$ cat src/rtl/egs_pkg.sv
// Shared types and constants for the elevator group scheduler.
`default_nettype none
package egs_pkg;
    localparam int LIST_DEPTH = 32;
    localparam int LIST_AW    = 5;

    typedef enum logic [1:0] {
        FUNC_HALL = 2'd0,
        FUNC_CAR  = 2'd1,
        FUNC_TICK = 2'd2,
        FUNC_NONE = 2'd3
    } t_func;

    typedef enum logic [1:0] {
        DIR_UP   = 2'd0,
        DIR_DOWN = 2'd1,
        DIR_IDLE = 2'd2
    } t_dir;

    typedef enum logic [1:0] {
        ST_OK     = 2'd0,
        ST_NOCAR  = 2'd1,
        ST_DROP   = 2'd2
    } t_status;

    typedef enum logic [1:0] {
        STRAT_SCAN = 2'd0,
        STRAT_FCFS = 2'd1,
        STRAT_LOOK = 2'd2
    } t_strat;

    localparam logic REG_STRATEGY = 1'b0;
    localparam logic REG_CARS     = 1'b1;

    typedef enum logic [3:0] {
        S_IDLE,
        S_DEDUP,
        S_DEDUP_W,
        S_ADD,
        S_TSTART,
        S_HEAD_W,
        S_SCANL,
        S_SCANL_W,
        S_PICK,
        S_COMPACT,
        S_COMPACT_W,
        S_EMIT,
        S_OUT
    } t_state;
endpackage
`default_nettype wire

$ cat src/rtl/elevator_group_scheduler.sv
// Top level: request memory, per-car state and the walking sequencer.
//
//  channel | dir | handshake            | payload
//  s_axis  | in  | s_axis_tvalid/tready | tdata {hall_dir,floor,car,func}
//  m_axis  | out | m_axis_tvalid/tready | tdata, tlast
//  cfg     | in  | i_cfg_valid/o_cfg_ready | index, data
//
// A call walks the car's list once, reading each entry and then checking it.
// A tick walks each present car's list twice (selection, then compaction),
// and skips the walk for an empty car. The single request memory port with
// its registered read sets the pace of these walks. Reset is synchronous and
// needs no clearing pass. Input is held off while an item is in work; a
// stalled result holds the sequencer in place.
`default_nettype none
module elevator_group_scheduler
    import egs_pkg::*;
#(
    parameter int NUM_CARS = 4,
    parameter int FLOORS   = 16
) (
    input  wire logic        i_clk,
    input  wire logic        i_rst_n,
    input  wire logic        s_axis_tvalid,
    output logic             s_axis_tready,
    // [1:0] func, [3:2] car, [8:4] floor, [9] hall_dir
    input  wire logic [15:0] s_axis_tdata,
    output logic             m_axis_tvalid,
    input  wire logic        m_axis_tready,
    // [1:0] car_id, [3:2] status, [8:4] car_floor, [10:9] car_dir,
    // [11] car_moving, [12] arrived, [18:13] pending
    output logic [23:0]      m_axis_tdata,
    output logic             m_axis_tlast,
    input  wire logic        i_cfg_valid,
    output logic             o_cfg_ready,
    input  wire logic        i_cfg_index,
    input  wire logic [2:0]  i_cfg_data
);
    localparam int CW = 2;
    localparam int NC = (NUM_CARS > 4) ? 4 : NUM_CARS;
    // a 5-bit floor never exceeds 31
    localparam int FL = (FLOORS > 31) ? 31 : FLOORS;

    logic [1:0] r_strategy;
    logic [2:0] r_cars;
    always_ff @(posedge i_clk) begin
        if (!i_rst_n) begin
            r_strategy <= STRAT_SCAN;
            r_cars     <= 3'd3;
        end else if (i_cfg_valid) begin
            if (i_cfg_index == REG_STRATEGY) r_strategy <= i_cfg_data[1:0];
            else r_cars <= i_cfg_data;
        end
    end
    assign o_cfg_ready = 1'b1;

    logic [2:0] w_present;
    always_comb begin
        w_present = r_cars;
        if (w_present < 3'd1) w_present = 3'd1;
        if (w_present > 3'(NC)) w_present = 3'(NC);
    end

    // per-car state
    logic [4:0] r_floor [4];
    t_dir       r_dir   [4];
    logic [3:0] r_mov;
    logic [5:0] r_cnt   [4];

    // request memory: {down, is_car, floor}
    logic [6:0] r_mem [4*LIST_DEPTH];
    logic [6:0] r_rd;
    logic       n_we;
    logic [6:0] n_wd;
    logic [6:0] n_wa, n_ra;
    always_ff @(posedge i_clk) begin
        if (n_we) r_mem[n_wa] <= n_wd;
        r_rd <= r_mem[n_ra];
    end

    t_state     r_st, n_st;
    t_func      r_func;
    logic [CW-1:0] r_car;
    logic [4:0] r_f;
    logic       r_hd;
    logic [5:0] r_i, r_k;
    logic       r_found, r_have_up, r_have_dn, r_arr;
    logic [4:0] r_upmin, r_dnmax, r_prim, r_nxt;
    t_status    r_status;
    logic       r_lastres;

    // shared compare unit: current entry against car floor
    logic [4:0] w_cur;
    logic [4:0] w_ef;
    assign w_cur = r_floor[r_car];
    assign w_ef  = r_rd[4:0];

    logic [4:0] w_inf;
    always_comb begin
        w_inf = s_axis_tdata[8:4];
        if (w_inf < 5'd1) w_inf = 5'd1;
        if (w_inf > 5'(FL)) w_inf = 5'(FL);
    end

    logic w_up;
    assign w_up = r_prim > w_cur;

    always_comb begin
        n_st = r_st;
        n_we = 1'b0;
        n_wd = r_rd;
        n_wa = {r_car, r_k[LIST_AW-1:0]};
        n_ra = {r_car, r_i[LIST_AW-1:0]};
        case (r_st)
            S_IDLE:      if (s_axis_tvalid) begin
                if (t_func'(s_axis_tdata[1:0]) == FUNC_TICK) n_st = S_TSTART;
                else if (t_func'(s_axis_tdata[1:0]) != FUNC_NONE) begin
                    if ({1'b0, s_axis_tdata[3:2]} >= w_present) n_st = S_EMIT;
                    else n_st = S_DEDUP;
                end
            end
            S_DEDUP:     n_st = (r_i >= r_cnt[r_car]) ? S_ADD : S_DEDUP_W;
            S_DEDUP_W:   n_st = S_DEDUP;
            S_ADD: begin
                n_wa = {r_car, r_cnt[r_car][LIST_AW-1:0]};
                n_wd = {(r_func == FUNC_CAR) ? !(r_f > w_cur) : r_hd,
                        r_func == FUNC_CAR, r_f};
                n_we = !r_found && r_cnt[r_car] < 6'(LIST_DEPTH);
                n_st = S_EMIT;
            end
            S_TSTART: begin
                // fetch the head entry of this car
                n_ra = {r_car, {LIST_AW{1'b0}}};
                n_st = (r_cnt[r_car] == 6'd0) ? S_EMIT : S_HEAD_W;
            end
            S_HEAD_W:    n_st = S_SCANL;
            S_SCANL:     n_st = (r_i >= r_cnt[r_car]) ? S_PICK : S_SCANL_W;
            S_SCANL_W:   n_st = S_SCANL;
            S_PICK:      n_st = S_COMPACT;
            S_COMPACT: begin
                if (r_i >= r_cnt[r_car]) n_st = S_EMIT;
                else n_st = S_COMPACT_W;
            end
            S_COMPACT_W: begin
                n_we = w_ef != r_nxt;
                n_st = S_COMPACT;
            end
            S_EMIT:      n_st = S_OUT;
            S_OUT:       if (m_axis_tready) begin
                if (r_func == FUNC_TICK && !r_lastres) n_st = S_TSTART;
                else n_st = S_IDLE;
            end
            default:     n_st = S_IDLE;
        endcase
    end

    logic [4:0] w_pick;
    t_dir       w_pdir;
    always_comb begin
        w_pick = r_prim;
        w_pdir = r_dir[r_car];
        case (r_strategy)
            STRAT_FCFS: begin
                w_pick = r_prim;
                if (r_prim != w_cur) begin
                    if (r_dir[r_car] == DIR_IDLE)
                        w_pdir = (r_prim > w_cur) ? DIR_UP : DIR_DOWN;
                    else if (r_dir[r_car] == DIR_UP && r_prim < w_cur) w_pdir = DIR_DOWN;
                    else if (r_prim > w_cur) w_pdir = DIR_UP;
                end
            end
            STRAT_LOOK: w_pick = r_have_up ? r_upmin : r_prim;
            default: begin
                if (r_dir[r_car] == DIR_IDLE) begin
                    if (!r_have_up) begin w_pdir = DIR_DOWN; w_pick = r_dnmax; end
                    else if (!r_have_dn) begin w_pdir = DIR_UP; w_pick = r_upmin; end
                    else if ((r_upmin - w_cur) < (w_cur - r_dnmax)) begin
                        w_pdir = DIR_UP; w_pick = r_upmin;
                    end else begin w_pdir = DIR_DOWN; w_pick = r_dnmax; end
                end else if (r_dir[r_car] == DIR_UP) begin
                    if (r_have_up) w_pick = r_upmin;
                    else begin w_pdir = DIR_DOWN; w_pick = r_dnmax; end
                end else begin
                    if (r_have_dn) w_pick = r_dnmax;
                    else begin w_pdir = DIR_UP; w_pick = r_upmin; end
                end
            end
        endcase
    end

    always_ff @(posedge i_clk) begin
        if (!i_rst_n) begin
            r_st <= S_IDLE;
            for (int c = 0; c < 4; c++) begin
                r_floor[c] <= 5'd1;
                r_dir[c]   <= DIR_IDLE;
                r_cnt[c]   <= 6'd0;
            end
            r_mov <= '0;
        end else begin
            r_st <= n_st;
            case (r_st)
                S_IDLE: if (s_axis_tvalid) begin
                    r_func   <= t_func'(s_axis_tdata[1:0]);
                    r_car    <= (t_func'(s_axis_tdata[1:0]) == FUNC_TICK) ? '0
                                : s_axis_tdata[3:2];
                    r_f      <= w_inf;
                    r_hd     <= s_axis_tdata[9];
                    r_i      <= '0;
                    r_found  <= 1'b0;
                    r_status <= ({1'b0, s_axis_tdata[3:2]} >= w_present) ? ST_NOCAR : ST_OK;
                end
                S_DEDUP:   if (r_i < r_cnt[r_car]) r_i <= r_i + 6'd1;
                S_DEDUP_W: if (w_ef == r_f && r_rd[5] == (r_func == FUNC_CAR)) r_found <= 1'b1;
                S_ADD: begin
                    if (n_we) r_cnt[r_car] <= r_cnt[r_car] + 6'd1;
                    else r_status <= ST_DROP;
                    if (!r_mov[r_car] && (n_we || r_cnt[r_car] != 6'd0)) begin
                        if (r_f > w_cur) r_dir[r_car] <= DIR_UP;
                        else if (r_f < w_cur) r_dir[r_car] <= DIR_DOWN;
                        r_mov[r_car] <= 1'b1;
                    end
                end
                S_TSTART: begin
                    r_i <= '0; r_k <= '0; r_arr <= 1'b0;
                    r_have_up <= 1'b0; r_have_dn <= 1'b0;
                    r_status <= ST_OK;
                end
                S_HEAD_W: r_prim <= w_ef;
                S_SCANL:  if (r_i < r_cnt[r_car]) r_i <= r_i + 6'd1;
                S_SCANL_W: begin
                    if (r_strategy == STRAT_LOOK) begin
                        // up side reuses upmin; down side keeps the highest
                        if (w_up && w_ef > w_cur && w_ef <= r_prim && (r_rd[5] || !r_rd[6])) begin
                            if (!r_have_up || w_ef < r_upmin) r_upmin <= w_ef;
                            r_have_up <= 1'b1;
                        end else if (!w_up && w_ef < w_cur && w_ef >= r_prim
                                     && (r_rd[5] || r_rd[6])) begin
                            if (!r_have_up || w_ef > r_upmin) r_upmin <= w_ef;
                            r_have_up <= 1'b1;
                        end
                    end else if (w_ef > w_cur) begin
                        if (!r_have_up || w_ef < r_upmin) r_upmin <= w_ef;
                        r_have_up <= 1'b1;
                    end else begin
                        if (!r_have_dn || w_ef > r_dnmax) r_dnmax <= w_ef;
                        r_have_dn <= 1'b1;
                    end
                end
                S_PICK: begin
                    r_nxt <= ((r_strategy == STRAT_LOOK) && r_prim == w_cur) ? w_cur : w_pick;
                    if (((r_strategy == STRAT_LOOK) && r_prim == w_cur)) r_dir[r_car] <= r_dir[r_car];
                    else if (w_pick > w_cur) r_dir[r_car] <= DIR_UP;
                    else if (w_pick < w_cur) r_dir[r_car] <= DIR_DOWN;
                    else r_dir[r_car] <= w_pdir;
                    r_i <= '0;
                    r_arr <= 1'b1;
                end
                S_COMPACT: begin
                    if (r_i < r_cnt[r_car]) r_i <= r_i + 6'd1;
                    else begin
                        r_floor[r_car] <= r_nxt;
                        r_cnt[r_car]   <= r_k;
                        if (r_k == 6'd0) begin
                            r_dir[r_car] <= DIR_IDLE;
                            r_mov[r_car] <= 1'b0;
                        end else r_mov[r_car] <= 1'b1;
                    end
                end
                S_COMPACT_W: if (w_ef != r_nxt) r_k <= r_k + 6'd1;
                S_EMIT: r_lastres <= (r_func != FUNC_TICK) || ({1'b0, r_car} + 3'd1 >= w_present);
                S_OUT: if (m_axis_tready && r_func == FUNC_TICK && !r_lastres)
                    r_car <= r_car + 2'd1;
                default: ;
            endcase
        end
    end

    logic w_valid;
    assign w_valid = r_status != ST_NOCAR;
    assign s_axis_tready = r_st == S_IDLE;
    assign m_axis_tvalid = r_st == S_OUT;
    assign m_axis_tlast  = r_lastres;
    assign m_axis_tdata  = {5'd0,
                            w_valid ? r_cnt[r_car] : 6'd0,
                            w_valid && r_func == FUNC_TICK && r_arr,
                            w_valid && r_mov[r_car],
                            w_valid ? r_dir[r_car] : DIR_UP,
                            w_valid ? w_cur : 5'd0,
                            r_status,
                            r_car};
endmodule
`default_nettype wire

$ cat config.mk
export PLATFORM = sky130hd
export DESIGN_NAME = elevator_group_scheduler
export DESIGN_NICKNAME = d
export VERILOG_FILES = /design/src/rtl/egs_pkg.sv /design/src/rtl/elevator_group_scheduler.sv
export SDC_FILE = /design/constraint.sdc
export NUM_CORES = 2
export LEC_CHECK = 0
export BUFFER_PORTS_ARGS = -buffer_cell sky130_fd_sc_hd__buf_2
export CAP_MARGIN = 20
export CELL_PAD_IN_SITES_DETAIL_PLACEMENT = 1
export CELL_PAD_IN_SITES_GLOBAL_PLACEMENT = 2
export CORE_MARGIN = 4
export CORE_UTILIZATION = 45
export DETAILED_ROUTE_END_ITERATION = 16
export PLACE_DENSITY_LB_ADDON = 0.1
export SLEW_MARGIN = 5
export SYNTH_ARGS = -nofsm -noshare
export SYNTH_HDL_FRONTEND = slang
export SYNTH_SLANG_ARGS = --single-unit
$ cat constraint.sdc
create_clock -name i_clk -period 20.5 [get_ports i_clk]
set_input_delay 4.1 -clock i_clk [delete_from_list [all_inputs] [get_ports i_clk]]
set_output_delay 4.1 -clock i_clk [all_outputs]
set_load 0.02 [all_outputs]
==> results.md <==
* Final RePlAce weighted congestion at approximately 0.82
* Crit path required time at approximately 16000 ps
* Diodes inserted at 0
* Max Slew Vio Count at 0
* Post_cts resized at 0
* Setup-failing EPs final at 0
* Synth Warn # at 0
* Maximum clock frequency at 141.7 MHz
* Worst-path fanout max at 13
* Die width at between 300 and 400 um
* Worst hold path type: flip-flop to flip-flop
* Initial antenna violation count at 2
* Power density over the cells at about 140 nW/um^2
* Final wirelength at 127.7 mm
* Pre-CTS WS at 13570 ps
* CTS buffer count at between 100 and 150
* Total congestion overflow at 0
* Sequential fraction of design power at 38.5%
* Post-synth EDFFs at between 900 and 1000
* Initial Utilization at between 40% and 50%
* Final Core Density at roughly 51%
* Top post-synthesis cells by area: edfxtp_1 68%, mux2i_1 5.9%, nor2_1 3.6%, nand2_1 2.1%, ha_1 1.9%
* GRT Total Usage at between 20% and 30%
* Setup CP Type: flip-flop to output port
* Sw Share at 37.30%
* Clock Tree Root: clkbuf_16
* Top cells by count, synth: 997 x edfxtp_1, 425 x nor2_1, 260 x mux2i_1
* Core Box Area at 97140 sq um
* DR vias at 27540
* Die area at around 100000 sq um
* DRC at 0
* Synthesized instance count at about 3300
* Synthesized flop and latch total at slightly above 1000
* Final Hold Viols at 0
* CTS max path bufs at 3
* Total Nets Final at approximately 3400
* Post-synthesis sequential area ratio at about two thirds
* RSZ-0062 raised after global routing: false
* Comb power frac at a little over a third
* TNS Setup at 0 ps
* I/O Pins at between 50 and 60
* Critical Path AT at about 3000 ps
* Row cnt at approximately 110
* FFs w/ async S/R, synth at 0%
* Count leader, synth: edfxtp_1
* First-pass GRT wire length at around 190 mm
* Final period util at between 30% and 40%
* Int Pwr at ~4.5 mW
* Clock power share at around a quarter
* Count of nets left with antenna violations after detail routing at 0
* Max Clock Skew at a little over 20 ps
* Max_cap viols at 0
* Drt wl/cell at around 27 um
* Top-area cell type share of the netlist area at around two thirds
* Clock Sinks at just over 1000
* Synth Cell Area at ~44000 sq um
* Largest net degree at the start of global routing at 130
* DR pass1 iterations at 5
* Synth area leader: edfxtp_1
* Hold buffer count at CTS at 0
* Min Tclk post-route at ~7100 ps
* Setup Buffers After CTS at 0
* Run status: finished clean
* Worst skew pair latency at slightly below 700 ps
* Hold Slack at 485.2 ps
* Crit. End Element: output port
* First DRT Iteration DRCs at between 2000 and 2500
* DP HPWL at roughly 80 mm
* Average cell area after synthesis at around 14 sq um
* CP startpoint kind: flip-flop
* Die Y at 321.8 um
* Post-synth cell types at 73
* Relative slew slack at between 20% and 30%
* Setup ws final at roughly 13000 ps
* Clock transition at path regs at 60 ps
* Worst IR Drop VDD at 0.1160 mV
* Layout cells sized above 1 at under 10%
* Port bufs at 40
* Primary FF master, synth: edfxtp_1
* CTS H-tree lvls at 3
* Area Growth Syn to Fin at 11.12%
* Placed cells at between 4000 and 5000
* NetSw at ~2.7 mW
* Worst-Margin Slew at roughly 1100 ps
* TritonCTS clock tree: yes
* Final std cells w/o fill at 4649
* Number of global-route vias before repair at 28740
* Static Leak at approximately 17 nW
* Avg Vias per Cell at around 5.9
layout by cell type (no fill, tap or decap), types with 25 or more instances in the layout:
master,instances
edfxtp_1,997
nor2_1,423
mux2i_1,260
nand2_1,235
a21oi_1,144
clkbuf_16,111
inv_1,105
o21ai_0,97
a22oi_1,90
ha_1,69
a31oi_1,66
o22a_1,63
buf_4,53
o211ai_1,52
buf_2,42
clkinv_1,35
nand3_1,28
mux2_2,27
a22o_1,25
flip-flops by register name, indices dropped and copies added (netlist names), 2 cells and up, named ones only:
name,count
r_cars,3
r_car,2
r_cnt,24
r_f,5
r_rd,7
r_func,2
r_k,6
r_upmin,5
r_dir,8
r_st,4
r_mem,896
r_i,6
r_strategy,2
r_floor,20
r_prim,5
r_nxt,5
r_status,2
r_dnmax,5
layer usage:
metal / global-route usage, % / wire, um
met5: 0 / 0
met4: 7.765 / 3908
met3: 3.173 / 5616
met2: 42.27 / 63590
met1: 32.84 / 54630
final cells by class:
type / instances / area (sq um)
Timing Repair Buffer: 99 / 639.4
Inverter: 106 / 397.9
Fill cell: 9586 / 47900
Clock buffer: 128 / 2841
Sequential cell: 1019 / 30380
Multi-Input combinational cell: 1944 / 12860
Clock inverter: 77 / 525.5
Tap cell: 1276 / 1597
metrics by stage:
stage | cell area (sq um) | total power [mW]
finish | 49240 | 7.119
global route | 49240 | 7.458
CTS | 49230 | 7.171
detailed placement | 45870 | 5.303
global placement | 45850 | 5.231
floorplan | 44330 | 4.371
worst max-delay path, cell delays in order (launching register included):
cell and delay, ps:
dfxtp_1 960, mux4_2 710, inv_1 340, nor2_1 90, buf_2 170
power by group through the flow:
| stage | Sequential (mW) | Clock [mW] | Combinational, mW |
|---|---|---|---|
| 5_1_grt | 2.75 | 1.99 | 2.72 |
| 4_1_cts | 2.74 | 1.90 | 2.53 |
| 3_3_place_gp | 2.78 | 0 | 2.45 |
| 3_5_place_dp | 2.78 | 0 | 2.52 |
| 2_1_floorplan | 2.81 | 0 | 1.56 |
| 6_report | 2.74 | 1.87 | 2.51 |
final timing paths:
kind	end	start	cells after the start	slack, ps
worst min-delay path	r_cars[0]	r_cars[0]	2	490
worst min register to register	r_cars[0]	r_cars[0]	2	490
worst max register to register	r_dir[0][1]	flip-flop	20	13850
worst max-delay path	m_axis_tdata[5]	flip-flop	4	13440
cell families (layout without fill, tap and decap cells):
kind of cell | after synthesis | in the layout | share of synthesized area [%]
XOR/XNOR | 31 | 31 | 0.6127
flip-flops | 1019 | 1019 | 68.56
AO/OA/AOI/OAI | 718 | 718 | 11.10
other | 2 | 6 | 0.01695
buffers and inverters | 301 | 410 | 2.747
AND/OR/NAND/NOR | 817 | 817 | 7.652
adder cells (fa/ha/maj) | 71 | 71 | 2.039
multiplexers | 301 | 301 | 7.271
No activity file was read; power rests on OpenSTA's default activity.
